$ cat src/sv/lps_pkg.sv
// ----------------------------------------------------------------------------
// lps_pkg: shared types and constants of the LED pattern sequencer
// Mode codes, register indexes, reset values and the structs that pass
// between the register file, the step logic and the top level.
// ----------------------------------------------------------------------------
package lps_pkg;

  localparam int unsigned LED_OUT_W  = 8;
  localparam int unsigned DELAY_W    = 16;
  localparam int unsigned MODE_W     = 3;
  localparam int unsigned CFG_IDX_W  = 3;

  // Register indexes on the configuration port
  localparam logic [CFG_IDX_W-1:0] CFG_FAST_BLINK   = 3'd0;
  localparam logic [CFG_IDX_W-1:0] CFG_MEDIUM_BLINK = 3'd1;
  localparam logic [CFG_IDX_W-1:0] CFG_SLOW_BLINK   = 3'd2;
  localparam logic [CFG_IDX_W-1:0] CFG_CHASE_STEP   = 3'd3;
  localparam logic [CFG_IDX_W-1:0] CFG_WAIT_STEP    = 3'd4;

  // Register reset values, in ticks
  localparam logic [DELAY_W-1:0] FAST_BLINK_RST   = 16'd100;
  localparam logic [DELAY_W-1:0] MEDIUM_BLINK_RST = 16'd300;
  localparam logic [DELAY_W-1:0] SLOW_BLINK_RST   = 16'd600;
  localparam logic [DELAY_W-1:0] CHASE_STEP_RST   = 16'd80;
  localparam logic [DELAY_W-1:0] WAIT_STEP_RST    = 16'd60;

  // Request kinds
  localparam logic ACT_STEP     = 1'b0;
  localparam logic ACT_SET_MODE = 1'b1;

  typedef enum logic [MODE_W-1:0] {
    MODE_OFF     = 3'd0,
    MODE_ON      = 3'd1,
    MODE_LEFT    = 3'd2,
    MODE_RIGHT   = 3'd3,
    MODE_FAST    = 3'd4,
    MODE_MEDIUM  = 3'd5,
    MODE_SLOW    = 3'd6,
    MODE_WAITING = 3'd7
  } lps_mode_e;

  typedef struct packed {
    logic [DELAY_W-1:0] fast_blink_time;
    logic [DELAY_W-1:0] medium_blink_time;
    logic [DELAY_W-1:0] slow_blink_time;
    logic [DELAY_W-1:0] chase_step_time;
    logic [DELAY_W-1:0] wait_step_time;
  } lps_cfg_t;

  typedef struct packed {
    logic [LED_OUT_W-1:0] led_pattern;
    logic                 start_timer;
    logic [DELAY_W-1:0]   delay_ticks;
    lps_mode_e            mode_now;
    logic                 turn_busy;
  } lps_result_t;

endpackage

$ cat src/sv/led_pattern_sequencer.sv
// ----------------------------------------------------------------------------
// led_pattern_sequencer: eight-mode LED row sequencer
// Registers each request, steps the pattern state and holds the
// result in an output register until it is taken.
// ----------------------------------------------------------------------------
//  channel | direction | handshake               | payload
//  --------+-----------+-------------------------+---------------------------------
//  in      | input     | in_valid_i / in_stall_o | in_action_i, in_new_mode_i
//  out     | output    | out_valid_o/out_stall_i | led_pattern, start_timer,
//          |           |                         | delay_ticks, mode_now, turn_busy
//  cfg     | input     | cfg_valid_i/cfg_ready_o | cfg_index_i, cfg_data_i
//
//  A request is held in the input register while the step logic works on
//  it; its result is loaded into the output register when it is stepped.
//  One request per cycle is sustained while the output is not stalled.
//  Reset clears the pattern state and loads the register defaults; no
//  clearing pass. A stalled output holds the result and backs up the input
//  register; the input stalls only when both stages are full and the output
//  is stalled.
// ----------------------------------------------------------------------------
module led_pattern_sequencer
  import lps_pkg::*;
#(
  parameter int unsigned LED_COUNT   = 8,
  parameter int unsigned LOOP_COUNT  = 3,
  parameter int unsigned RIGHT_START = 3,
  parameter int unsigned LEFT_START  = 4
) (
  input  logic                 clk_i,
  input  logic                 rst_ni,

  input  logic                 in_valid_i,
  output logic                 in_stall_o,
  input  logic                 in_action_i,
  input  logic [MODE_W-1:0]    in_new_mode_i,

  output logic                 out_valid_o,
  input  logic                 out_stall_i,
  output logic [LED_OUT_W-1:0] out_led_pattern_o,
  output logic                 out_start_timer_o,
  output logic [DELAY_W-1:0]   out_delay_ticks_o,
  output logic [MODE_W-1:0]    out_mode_now_o,
  output logic                 out_turn_busy_o,

  input  logic                 cfg_valid_i,
  output logic                 cfg_ready_o,
  input  logic [CFG_IDX_W-1:0] cfg_index_i,
  input  logic [DELAY_W-1:0]   cfg_data_i
);

  logic              in_valid_q;
  logic              action_q;
  logic [MODE_W-1:0] new_mode_q;
  logic              out_valid_q;
  lps_result_t       result_q;
  lps_result_t       result;
  lps_cfg_t          cfg;
  logic              step_en;
  logic              in_take;

  lps_cfg_regs u_cfg (
    .clk_i      (clk_i),
    .rst_ni     (rst_ni),
    .cfg_valid_i(cfg_valid_i),
    .cfg_ready_o(cfg_ready_o),
    .cfg_index_i(cfg_index_i),
    .cfg_data_i (cfg_data_i),
    .cfg_o      (cfg)
  );

  lps_step #(
    .LED_COUNT  (LED_COUNT),
    .LOOP_COUNT (LOOP_COUNT),
    .RIGHT_START(RIGHT_START),
    .LEFT_START (LEFT_START)
  ) u_step (
    .clk_i     (clk_i),
    .rst_ni    (rst_ni),
    .step_en_i (step_en),
    .action_i  (action_q),
    .new_mode_i(new_mode_q),
    .cfg_i     (cfg),
    .result_o  (result)
  );

  // Process the held request when the result register is free
  assign step_en    = in_valid_q && (!out_valid_q || !out_stall_i);
  assign in_stall_o = in_valid_q && !step_en;
  assign in_take    = in_valid_i && !in_stall_o;

  // Input register
  always_ff @(posedge clk_i or negedge rst_ni) begin
    if (!rst_ni) begin
      in_valid_q <= 1'b0;
    end else if (in_take) begin
      in_valid_q <= 1'b1;
    end else if (step_en) begin
      in_valid_q <= 1'b0;
    end
  end

  always_ff @(posedge clk_i) begin
    if (in_take) begin
      action_q   <= in_action_i;
      new_mode_q <= in_new_mode_i;
    end
  end

  // Result register: load on step, drop when taken
  always_ff @(posedge clk_i or negedge rst_ni) begin
    if (!rst_ni) begin
      out_valid_q <= 1'b0;
    end else if (step_en) begin
      out_valid_q <= 1'b1;
    end else if (!out_stall_i) begin
      out_valid_q <= 1'b0;
    end
  end

  always_ff @(posedge clk_i) begin
    if (step_en) begin
      result_q <= result;
    end
  end

  assign out_valid_o       = out_valid_q;
  assign out_led_pattern_o = result_q.led_pattern;
  assign out_start_timer_o = result_q.start_timer;
  assign out_delay_ticks_o = result_q.delay_ticks;
  assign out_mode_now_o    = result_q.mode_now;
  assign out_turn_busy_o   = result_q.turn_busy;

endmodule

$ cat src/sv/lps_cfg_regs.sv
// ----------------------------------------------------------------------------
// lps_cfg_regs: timing register file
// Holds the five delay registers; writes to unknown indexes are dropped.
// ----------------------------------------------------------------------------
module lps_cfg_regs
  import lps_pkg::*;
(
  input  logic                 clk_i,
  input  logic                 rst_ni,
  input  logic                 cfg_valid_i,
  output logic                 cfg_ready_o,
  input  logic [CFG_IDX_W-1:0] cfg_index_i,
  input  logic [DELAY_W-1:0]   cfg_data_i,
  output lps_cfg_t             cfg_o
);

  lps_cfg_t cfg_q;

  // Always able to take a write
  assign cfg_ready_o = 1'b1;
  assign cfg_o       = cfg_q;

  // Load the addressed register
  always_ff @(posedge clk_i or negedge rst_ni) begin
    if (!rst_ni) begin
      cfg_q.fast_blink_time   <= FAST_BLINK_RST;
      cfg_q.medium_blink_time <= MEDIUM_BLINK_RST;
      cfg_q.slow_blink_time   <= SLOW_BLINK_RST;
      cfg_q.chase_step_time   <= CHASE_STEP_RST;
      cfg_q.wait_step_time    <= WAIT_STEP_RST;
    end else if (cfg_valid_i && cfg_ready_o) begin
      case (cfg_index_i)
        CFG_FAST_BLINK:   cfg_q.fast_blink_time   <= cfg_data_i;
        CFG_MEDIUM_BLINK: cfg_q.medium_blink_time <= cfg_data_i;
        CFG_SLOW_BLINK:   cfg_q.slow_blink_time   <= cfg_data_i;
        CFG_CHASE_STEP:   cfg_q.chase_step_time   <= cfg_data_i;
        CFG_WAIT_STEP:    cfg_q.wait_step_time    <= cfg_data_i;
        default: begin
        end
      endcase
    end
  end

endmodule

$ cat src/sv/lps_step.sv
// ----------------------------------------------------------------------------
// lps_step: pattern state and single-step logic
// Holds the LED row, blink phase, mode and chase/waiting indices, and works
// out the next state and the result of one request.
// ----------------------------------------------------------------------------
module lps_step
  import lps_pkg::*;
#(
  parameter int unsigned LED_COUNT   = 8,
  parameter int unsigned LOOP_COUNT  = 3,
  parameter int unsigned RIGHT_START = 3,
  parameter int unsigned LEFT_START  = 4
) (
  input  logic              clk_i,
  input  logic              rst_ni,
  input  logic              step_en_i,
  input  logic              action_i,
  input  logic [MODE_W-1:0] new_mode_i,
  input  lps_cfg_t          cfg_i,
  output lps_result_t       result_o
);

  localparam int unsigned CHASE_TOTAL = LOOP_COUNT * LED_COUNT;
  localparam int unsigned STEP_W      = $clog2(CHASE_TOTAL + 1);
  localparam int unsigned CIDX_W      = $clog2(LED_COUNT);
  localparam int unsigned MAX_A       = (LED_COUNT > RIGHT_START) ? LED_COUNT : RIGHT_START;
  localparam int unsigned MAX_B       = (MAX_A > LEFT_START) ? MAX_A : LEFT_START;
  localparam int unsigned OUT_W       = $clog2(MAX_B + 1);
  localparam int unsigned PAT_W       = (LED_COUNT > LED_OUT_W) ? LED_COUNT : LED_OUT_W;

  logic [LED_COUNT-1:0] pattern_q, pattern_d;
  logic                 phase_q, phase_d;
  lps_mode_e            mode_q, mode_d;
  logic [CIDX_W-1:0]    chase_idx_q, chase_idx_d;
  logic [STEP_W-1:0]    chase_steps_q, chase_steps_d;
  logic                 chase_active_q, chase_active_d;
  logic [OUT_W-1:0]     right_idx_q, right_idx_d;
  logic [OUT_W-1:0]     left_idx_q, left_idx_d;

  logic [CIDX_W-1:0]    cur_idx;
  logic [LED_COUNT-1:0] chase_bit;
  logic [LED_COUNT-1:0] wait_bits;
  logic [OUT_W:0]       left_inc;
  logic                 start_timer;
  logic [DELAY_W-1:0]   delay_ticks;
  logic [PAT_W-1:0]     pattern_ext;

  // Chase starts fresh from its end LED when no run is pending
  always_comb begin
    if (chase_steps_q == '0) begin
      cur_idx = (mode_q == MODE_LEFT) ? '0 : CIDX_W'(LED_COUNT - 1);
    end else begin
      cur_idx = chase_idx_q;
    end
  end

  // Decode the LED masks; an index past the row lights nothing
  always_comb begin
    for (int i = 0; i < LED_COUNT; i++) begin
      chase_bit[i] = (cur_idx == CIDX_W'(i));
      wait_bits[i] = (right_idx_q == OUT_W'(i)) || (left_idx_q == OUT_W'(i));
    end
  end

  assign left_inc = {1'b0, left_idx_q} + (OUT_W+1)'(1);

  // Next state and result of one request
  always_comb begin
    pattern_d      = pattern_q;
    phase_d        = phase_q;
    mode_d         = mode_q;
    chase_idx_d    = chase_idx_q;
    chase_steps_d  = chase_steps_q;
    chase_active_d = chase_active_q;
    right_idx_d    = right_idx_q;
    left_idx_d     = left_idx_q;
    start_timer    = 1'b0;
    delay_ticks    = '0;

    if (action_i == ACT_SET_MODE) begin
      mode_d = lps_mode_e'(new_mode_i);
    end else begin
      case (mode_q)
        MODE_OFF: begin
          pattern_d = '0;
        end
        MODE_ON: begin
          pattern_d = '1;
        end
        MODE_LEFT, MODE_RIGHT: begin
          pattern_d = '0;
          if (chase_steps_q < STEP_W'(CHASE_TOTAL)) begin
            chase_active_d = 1'b1;
            chase_steps_d  = chase_steps_q + STEP_W'(1);
            pattern_d      = chase_bit;
            if (mode_q == MODE_LEFT) begin
              chase_idx_d = (cur_idx == CIDX_W'(LED_COUNT - 1)) ? '0 : cur_idx + CIDX_W'(1);
            end else begin
              chase_idx_d = (cur_idx == '0) ? CIDX_W'(LED_COUNT - 1) : cur_idx - CIDX_W'(1);
            end
            start_timer = 1'b1;
            delay_ticks = cfg_i.chase_step_time;
          end else begin
            // Run complete: clear the row and fall back to all off
            chase_idx_d    = '0;
            chase_steps_d  = '0;
            chase_active_d = 1'b0;
            mode_d         = MODE_OFF;
          end
        end
        MODE_FAST, MODE_MEDIUM, MODE_SLOW: begin
          phase_d     = ~phase_q;
          pattern_d   = phase_d ? '1 : '0;
          start_timer = 1'b1;
          if (mode_q == MODE_FAST) begin
            delay_ticks = cfg_i.fast_blink_time;
          end else if (mode_q == MODE_MEDIUM) begin
            delay_ticks = cfg_i.medium_blink_time;
          end else begin
            delay_ticks = phase_d ? cfg_i.slow_blink_time : cfg_i.medium_blink_time;
          end
        end
        default: begin
          // Waiting: two LEDs run outward, each reloading at its end
          pattern_d   = wait_bits;
          right_idx_d = (right_idx_q == '0) ? OUT_W'(RIGHT_START) : right_idx_q - OUT_W'(1);
          left_idx_d  = (left_inc >= (OUT_W+1)'(LED_COUNT)) ? OUT_W'(LEFT_START)
                                                             : left_inc[OUT_W-1:0];
          start_timer = 1'b1;
          delay_ticks = cfg_i.wait_step_time;
        end
      endcase
    end
  end

  // Advance state on each processed request
  always_ff @(posedge clk_i or negedge rst_ni) begin
    if (!rst_ni) begin
      pattern_q      <= '0;
      phase_q        <= 1'b0;
      mode_q         <= MODE_OFF;
      chase_idx_q    <= '0;
      chase_steps_q  <= '0;
      chase_active_q <= 1'b0;
      right_idx_q    <= '0;
      left_idx_q     <= '0;
    end else if (step_en_i) begin
      pattern_q      <= pattern_d;
      phase_q        <= phase_d;
      mode_q         <= mode_d;
      chase_idx_q    <= chase_idx_d;
      chase_steps_q  <= chase_steps_d;
      chase_active_q <= chase_active_d;
      right_idx_q    <= right_idx_d;
      left_idx_q     <= left_idx_d;
    end
  end

  // Only the low eight LEDs are visible at the port
  assign pattern_ext          = PAT_W'(pattern_d);
  assign result_o.led_pattern = pattern_ext[LED_OUT_W-1:0];
  assign result_o.start_timer = start_timer;
  assign result_o.delay_ticks = delay_ticks;
  assign result_o.mode_now    = mode_d;
  assign result_o.turn_busy   = chase_active_d;

endmodule
$ cat config.mk
export PLATFORM = sky130hd
export DESIGN_NAME = led_pattern_sequencer
export DESIGN_NICKNAME = d
export VERILOG_FILES = /design/src/sv/lps_pkg.sv /design/src/sv/led_pattern_sequencer.sv /design/src/sv/lps_cfg_regs.sv /design/src/sv/lps_step.sv
export SDC_FILE = /design/constraint.sdc
export NUM_CORES = 1
export LEC_CHECK = 0
export BUFFER_PORTS_ARGS = -buffer_cell sky130_fd_sc_hd__buf_4
export CAP_MARGIN = 20
export CORE_UTILIZATION = 54
export CTS_CLUSTER_SIZE = 30
export DETAILED_ROUTE_END_ITERATION = 6
export PLACE_DENSITY = 0.76
export SYNTH_ARGS = -nofsm -noshare
export SYNTH_HDL_FRONTEND = slang
export SYNTH_SLANG_ARGS = --single-unit
$ cat constraint.sdc
create_clock -name clk_i -period 2 [get_ports clk_i]
set_input_delay 0.4 -clock clk_i [delete_from_list [all_inputs] [get_ports clk_i]]
set_output_delay 0.4 -clock clk_i [all_outputs]
set_load 0.005 [all_outputs]
==> results of run 1 <==
==> synth_stat cells (16+ instances only) <==
cell type / count / share of area
a22oi_1: 16 / 0.018
a31oi_1: 27 / 0.025
dfrtp_1: 94 / 0.35
dfstp_2: 17 / 0.066
edfxtp_1: 33 / 0.15
ha_1: 16 / 0.030
mux2_2: 88 / 0.15
mux2i_1: 16 / 0.024
nand2_1: 45 / 0.025
nor2_1: 17 / 0.0095
o211ai_1: 16 / 0.018
o21ai_0: 28 / 0.021
==> cell type report <==
type,instances,area (um^2),area share
timing repair buffer,105,870,0.104
multi-input combinational,350,2850,0.341
tap,168,210,0.0252
inverter,13,55.1,0.00660
clock inverter,9,81.3,0.00975
sequential,144,3790,0.454
clock buffer,23,489,0.0587
==> sequential cells by signal, indices dropped and copies added (netlist names), 4 cells and up <==
signal / flops
out_delay_ticks_o: 16
out_led_pattern_o: 8
u_cfg.cfg_o: 80
u_step.chase_steps_q: 5
u_step.left_idx_q: 4
u_step.pattern_q: 8
u_step.right_idx_q: 4
==> logic make-up after synthesis <==
| logic type | after synthesis | share of synthesized area |
|---|---|---|
| simple gates | 94 | 0.0686 |
| other cells | 1 | 0.000558 |
| mux | 105 | 0.173 |
| buf+inv | 46 | 0.0290 |
| xor+xnor | 2 | 0.00260 |
| fa+ha+maj | 16 | 0.0298 |
| compound gates | 132 | 0.133 |
| flops | 144 | 0.563 |
==> power by group through the flow <==
| stage | clock, uW | sequential (uW) | combinational [uW] |
|---|---|---|---|
| after floorplan | 0 | 4160 | 2030 |
| after global placement | 0 | 4220 | 2820 |
| after detailed placement | 0 | 4260 | 2940 |
| after CTS | 3080 | 4230 | 3330 |
| after global routing | 3200 | 4320 | 3710 |
| final | 3040 | 4240 | 3400 |
==> through the flow <==
| stage | total power, uW | TNS, ns | utilization | setup slack, ns | hold WS (ns) |
|---|---|---|---|---|---|
| floorplan | 6190 | -0.167 | - | -0.0840 | 0.104 |
| global placement | 7040 | -0.100 | 0.629 | -0.0671 | 0.400 |
| detailed placement | 7200 | -0.349 | 0.629 | -0.107 | 0.404 |
| CTS | 10600 | -0.332 | 0.690 | -0.0811 | 0.137 |
| global route | 11200 | -1.69 | 0.691 | -0.190 | 0.134 |
| finish | 10700 | -0.479 | 0.691 | -0.148 | 0.143 |
==> worst max-delay path: stages (launching register included) <==
cell and delay [ns]:
dfrtp_1 0.36, inv_2 0.06, buf_4 0.13, buf_4 0.12, buf_4 0.12, buf_4 0.12, buf_4 0.12, buf_4 0.12
buf_4 0.12, buf_4 0.12, buf_4 0.12, buf_4 0.12, buf_4 0.12, mux2_2 0.26
==> cell usage in the layout (no fill, tap or decap), drive strengths merged, types with 6 or more instances in the layout <==
master and instances:
a22o 7, a22oi 16, o31ai 13, a21oi 8, a31oi 27, dfstp 17
mux2i 16, buf 104, nor2 17, ha 16, clkbuf 23, mux2 89
dfrtp 94, inv 13, o21ai 28, o211ai 16, edfxtp 33, nand2 45
nor2b 6
==> worst max path at each step <==
stage / startpoint / endpoint / slack [ns] / depth (start not counted)
2_1_floorplan: u_step.chase_steps_q[0] / out_led_pattern_o[3] / -0.08 / 10
3_3_place_gp: u_step.chase_steps_q[0] / u_step.chase_idx_q[2] / -0.07 / 9
3_5_place_dp: u_step.chase_steps_q[0] / u_step.chase_idx_q[2] / -0.11 / 9
4_1_cts: u_step.chase_steps_q[0] / u_step.chase_idx_q[2] / -0.08 / 9
5_1_grt: u_step.chase_steps_q[1] / out_led_pattern_o[3] / -0.19 / 9
6_report: u_step.chase_steps_q[0] / u_step.chase_steps_q[0] / -0.15 / 13
==> metal layers <==
metal,share of wire,vias up,GRT usage
met1,0.42,2383,0.317
met2,0.52,118,0.428
met5,0,-,0
met4,0.017,0,0.111
li1,-,2192,-
met3,0.048,21,0.0606
==> repair_timing <==
item	CTS	global route
setup endpoints to repair	10	15
gates resized for setup	13	5
hold buffers	1	0
hold endpoints to repair	30	0
pin swaps	10	8
buffers inserted	12	0
==> metrics, run 1 <==
n_diodes 0; final net count 675; Post-Place Cells 767; PD cells 1280 mW/mm^2; startpoint types flop; Mean Syn Cell Area 12.5 um^2; actual slew at the worst max-slew pin 0.545 ns; pin count of the biggest net entering global routing 41; CTS H-tree depth 4; RSZ-0062 raised after global routing true; Clock Power Share 0.285; status finished with violations; DP HPWL 9330 um; max-cap viol count 0; Max Clk Rate 0.466 GHz; Avg Vias per Cell 5.81; first-pass GRT wire length 24,800 um; initial core utilization 0.558; WS Path Type reg2reg; IO Count 60; sw frac 0.310; Net Sw Power 3310 uW; RR Startpoint u_step.chase_steps_q[0]; P_leak 0.00350 uW; core box area 0.0121 mm^2; reg2reg path depth 13; Post-route DRC 0; vias 4,714; syn_nets 584; Comb pwr share 0.318; die area 0.0129 mm^2; final worst slack -0.148 ns; DRT Pass-1 Iters 4; total clock sinks 144; Mapped Cells 540; Hold Crit Start in_new_mode_i[1]; vias in the first global route 4,832; Yosys warnings 0; max-slew violations 0; Skew-Pair Late Insertion Delay 0.43 ns; WL/cell 18.7 um; post-route cell area 0.00834 mm^2; gr ovfl total 0; height of the die 114 um; Fillers 846; synthesized area 0.00673 mm^2; share of post-route cells with drive strength above 1 0.410; worst r2r dst u_step.chase_steps_q[0]; top_reg_cell synth dfrtp_1; #FFs+latches synth 144; Area Growth Syn to Fin 24.0%; Post-DP Area 0.00758 mm^2; Reg power frac 0.397; EDFF count, synth 33; standard-cell rows 40; post-synth cell types 50; Tcrit/Tclk final 1.07; initial DRC count 270; arrival time at the worst endpoint 2.46 ns; antenna violations before repair 0; WL final 15,200 um; final setup vio count 10; P_int 7360 uW; Total Routing Usage GR 0.255; Slew headroom 0.636; asr flop ratio synth 0.771; port buffer count 58; class of the worst hold path in2reg; min cycle time layout 2.15 ns; Fin. Hold Viols 0; CTS tree built; VDD IR-drop max 0.746 mV; CTS Buffer Depth 2; failing checks negative setup slack; Worst EP required 2.31 ns; Setup crit end kind flop; non-filler cells, final 812; final RePlAce weighted congestion 0.821; post-synthesis sequential area ratio 0.563; reg2reg setup slack -0.15 ns; Reg clk slew, reported paths 0.06 ns; Die X 114 um; Worst Skew 0.0116 ns; TritonCTS Buffers 17; hold path endpoint new_mode_q[1]; hold-critical path depth 1; clock root buffer master clkbuf_16; CP max FO 2; DRT antenna net count 0
(Power assumes the default switching activity.)
==> run 2: changes to the inputs <==
==> constraint.sdc (replaced) <==
create_clock -name clk_i -period 2 [get_ports clk_i]
set_input_delay 0.1 -clock clk_i [delete_from_list [all_inputs] [get_ports clk_i]]
set_output_delay 0.1 -clock clk_i [all_outputs]
set_load 0.005 [all_outputs]
==> metrics, run 2 (synthesized netlist as in run 1, its figures left out) <==
min cycle time layout 2.12 ns; gr ovfl total 0; Avg Vias per Cell 5.78; final net count 692; P_leak 0.00357 uW; status finished with violations; pre-CTS setup slack -0.165 ns; RSZ-0062 raised after global routing true; RR Startpoint u_step.chase_steps_q[0]; final RePlAce weighted congestion 0.807; height of the die 114 um; WL/cell 18.6 um; initial DRC count 284; most frequent cells in the layout dfrtp_1 (94), buf_4 (94), mux2_2 (88); actual slew at the worst max-slew pin 0.689 ns; vias 4,792; WHS 0.265 ns; Slew headroom 0.541; Area Growth Syn to Fin 26.8%; CTS tree built; die area 0.0129 mm^2; Reg clk slew, reported paths 0.06 ns; DRT antenna net count 0; CTS Buffer Depth 2; DRT Pass-1 Iters 5; class of the worst hold path in2async; Skew-Pair Late Insertion Delay 0.43 ns; pin count of the biggest net entering global routing 50; PD cells 1260 mW/mm^2; Tcrit/Tclk final 1.06; Total Power 10,800 uW; clock root buffer master clkbuf_16; max-slew violations 0; worst r2r dst out_led_pattern_o[3]; share of post-route cells with drive strength above 1 0.396; Worst EP required 2.24 ns; Worst Skew 0.00752 ns; Post-route DRC 0; Die X 114 um; IO Count 60; Max Clk Rate 0.471 GHz; setup TNS -0.286 ns; failing checks negative setup slack; reg2reg setup slack -0.12 ns; total clock sinks 144; TritonCTS Buffers 17; standard-cell rows 40; arrival time at the worst endpoint 2.37 ns; post-route cell area 0.00853 mm^2; WS Path Type reg2reg; Setup crit end kind flop; CP max FO 5; WL final 15,400 um; final setup vio count 6; max-cap viol count 0; n_diodes 0; Post-DP Area 0.00756 mm^2; first-pass GRT wire length 24,600 um; reg2reg path depth 9; final worst slack -0.124 ns; core box area 0.0121 mm^2; initial core utilization 0.558; DP HPWL 9600 um; vias in the first global route 4,906; VDD IR-drop max 0.754 mV; Total Routing Usage GR 0.253; max FFs per register 80; CTS H-tree depth 4; port buffer count 58; Fin. Hold Viols 0; startpoint types flop; antenna violations before repair 0
-- run 2: area by class of cell --
class	instances	area, um^2
clock buffer	17	425
clock inverter	15	159
fill	822	3530
inverter	13	57.6
multi-input combinational	350	2870
sequential	144	3790
tap	168	210
timing repair buffer	122	1020
-- run 2: what timing repair did --
action / 4_1_cts / 5_1_grt
endpoints found under the hold margin: 122 / 0
gates resized for setup: 10 / 12
endpoints found under the setup margin: 10 / 17
setup buffers: 3 / 1
hold buffers: 24 / 0
pin swaps: 10 / 6
-- run 2: critical path, cell delays in order (launching register included) --
cell	delay (ns)
dfrtp_1	0.39
inv_2	0.08
ha_4	0.12
nor4b_4	0.26
buf_4	0.18
mux2_4	0.35
inv_6	0.09
ha_4	0.13
a21oi_4	0.06
o31ai_1	0.28
-- run 2: metal layers --
| metal | track usage | share of wire |
|---|---|---|
| met5 | 0 | 0 |
| met4 | 0.0974 | 0.015 |
| met3 | 0.0574 | 0.040 |
| met2 | 0.439 | 0.52 |
| met1 | 0.309 | 0.43 |
-- run 2: report_power, final --
group          total (uW)  leakage, uW  switching (uW)  internal [uW]
clock                3110     0.000286            1260           1850
sequential           4240      0.00164             446           3800
combinational        3440      0.00164            1730           1710
total               10800      0.00357            3430           7360
-- run 2: worst max path at each step --
stage	start	slack, ns	cells past startpoint	end
after CTS	u_step.chase_steps_q[0]	-0.04	9	out_led_pattern_o[3]
after floorplan	u_step.chase_steps_q[0]	-0.08	10	out_led_pattern_o[3]
final	u_step.chase_steps_q[0]	-0.12	9	out_led_pattern_o[3]
after global routing	u_step.chase_steps_q[0]	-0.23	9	out_led_pattern_o[3]
after detailed placement	u_step.chase_steps_q[0]	-0.17	9	u_step.chase_idx_q[2]
after global placement	u_step.chase_steps_q[0]	-0.06	9	u_step.chase_idx_q[2]
-- run 2: metrics by stage --
stage | cells | util
2_1_floorplan | 540 | -
3_3_place_gp | 769 | 0.627
3_5_place_dp | 769 | 0.627
4_1_cts | 828 | 0.701
5_1_grt | 829 | 0.707
6_report | 829 | 0.707
==> run 3: changes to the inputs <==
--- a/config.mk
+++ b/config.mk
@@ -7,9 +7,11 @@
 export LEC_CHECK = 0
 export BUFFER_PORTS_ARGS = -buffer_cell sky130_fd_sc_hd__buf_4
 export CAP_MARGIN = 20
+export CORE_MARGIN = 2
 export CORE_UTILIZATION = 54
 export CTS_CLUSTER_SIZE = 30
 export DETAILED_ROUTE_END_ITERATION = 6
+export GPL_TIMING_DRIVEN = 0
 export PLACE_DENSITY = 0.76
 export SYNTH_ARGS = -nofsm -noshare
 export SYNTH_HDL_FRONTEND = slang
==> metrics, run 3 (synthesized netlist as in run 1, its figures left out) <==
DP HPWL 9820 um; status finished with violations; PD cells 1260 mW/mm^2; max FFs per register 80; vias 4,877; sw frac 0.317; worst-path cell chain inv_2, ha_4, nor4b_4, nand2_2, o21a_2, inv_4, ha_1, a31oi_2, o31ai_1; Area Growth Syn to Fin 26.3%; DRT Pass-1 Iters 5; Crit. path cell count 9; Die X 116 um; standard-cell rows 40; vias in the first global route 4,888; hold-critical path depth 3; most frequent cells in the layout dfrtp_1 (92), mux2_2 (88), buf_4 (71); core box area 0.0121 mm^2; pin count of the biggest net entering global routing 77; Worst EP required 2.24 ns; clock root buffer master clkbuf_16; Max Clk Rate 0.482 GHz; non-filler cells, final 832; Crit-path slowest cell dfrtp_1; WL final 15,600 um; Fin. Hold Viols 0; most common cell after layout, fill and taps aside dfrtp_1; P_int 7310 uW; Setup crit end kind flop; VDD IR-drop max 0.727 mV; Avg Vias per Cell 5.86; actual slew at the worst max-slew pin 0.723 ns; P_leak 0.00353 uW; Reg power frac 0.397; RSZ-0062 raised after global routing true; reg2reg path depth 9; Worst Skew 0.00840 ns; CP max FO 4; share of post-route cells with drive strength above 1 0.393; TritonCTS Buffers 17; max-cap viol count 0; post-route cell area 0.00850 mm^2; final setup vio count 10; reg2reg setup slack -0.07 ns; port buffer count 57; class of the worst hold path in2reg; Worst Setup SP u_step.chase_steps_q[0]; Total Routing Usage GR 0.247; Comb pwr share 0.321; RR Startpoint u_step.chase_steps_q[0]; total clock sinks 144; delay-heaviest family, CP compound AO/OA/AOI/OAI gates; CP max stage delay 0.39 ns; Post-DP Area 0.00742 mm^2; DRT antenna net count 0; Reg clk slew, reported paths 0.06 ns; IO Count 60; initial DRC count 363; WHS 0.138 ns; startpoint types flop; arrival time at the worst endpoint 2.31 ns; final worst slack -0.0728 ns; final net count 695; failing checks negative setup slack; WL/cell 18.7 um; max-slew violations 0; n_diodes 0; Post-Place Cells 766; Skew-Pair Late Insertion Delay 0.43 ns; die area 0.0134 mm^2; final RePlAce weighted congestion 0.811; gr ovfl total 0; antenna violations before repair 0; Hold Crit Start cfg_index_i[0]; CTS Buffer Depth 2; Post-route DRC 0; Clock Power Share 0.282; WS Path Type reg2reg; min cycle time layout 2.07 ns; Slew headroom 0.516; CTS tree built; Core Util, Final 0.704; initial core utilization 0.558; Net Sw Power 3390 uW; height of the die 116 um; CTS H-tree depth 4; Bufs and invs on worst path 2; first-pass GRT wire length 24,700 um; Tcrit/Tclk final 1.04
-- run 3: what timing repair did --
action | 4_1_cts | 5_1_grt
gates resized for setup | 24 | 21
endpoints found under the setup margin | 34 | 31
pin swaps | 15 | 11
cloned | 0 | 0
endpoints found under the hold margin | 121 | 0
hold buffers | 24 | 0
buffers inserted | 10 | 2
-- run 3: final timing paths --
kind | endpoint
worst max-delay path | out_led_pattern_o[1]
worst min-delay path | u_cfg.cfg_o[8]
worst max register to register | out_led_pattern_o[1]
worst min register to register | out_valid_o
max in group asynchronous | u_cfg.cfg_o[56]
min in group asynchronous | u_step.chase_active_q
-- run 3: area by class of cell --
cell class / instances / area (um^2)
clock inverters: 7 / 48.8
repair buffers: 94 / 786
clock buffers: 25 / 528
inverters: 13 / 58.8
well taps: 168 / 210
flip-flops and latches: 144 / 3790
plain buffers: 31 / 149
multi-input cells: 350 / 2920
fillers: 818 / 3570
-- run 3: layer usage --
metal	global-route usage	wire length [um]
met5	0	0
met4	0.104	308
met3	0.0617	722
met2	0.423	7920
met1	0.298	6620
-- run 3: power by group through the flow --
| stage | combinational (uW) | sequential [uW] | clock [uW] |
|---|---|---|---|
| 3_5_place_dp | 2810 | 4270 | 0 |
| 3_3_place_gp | 2680 | 4220 | 0 |
| 2_1_floorplan | 2030 | 4160 | 0 |
| 5_1_grt | 3720 | 4320 | 3200 |
| 4_1_cts | 3190 | 4240 | 3050 |
| 6_report | 3440 | 4250 | 3020 |
-- run 3: worst min-delay path, stage by stage --
cell and delay, ns:
buf_4 0.11, nor3_2 0.10, mux2_2 0.23
-- run 3: per-stage QoR --
stage | worst slack [ns] | power [uW] | setup TNS, ns
after CTS | -0.0346 | 10500 | -0.123
after global routing | -0.141 | 11200 | -1.34
after floorplan | -0.0840 | 6190 | -0.167
after detailed placement | -0.336 | 7080 | -4.76
after global placement | -0.303 | 6910 | -3.73
final | -0.0728 | 10700 | -0.420
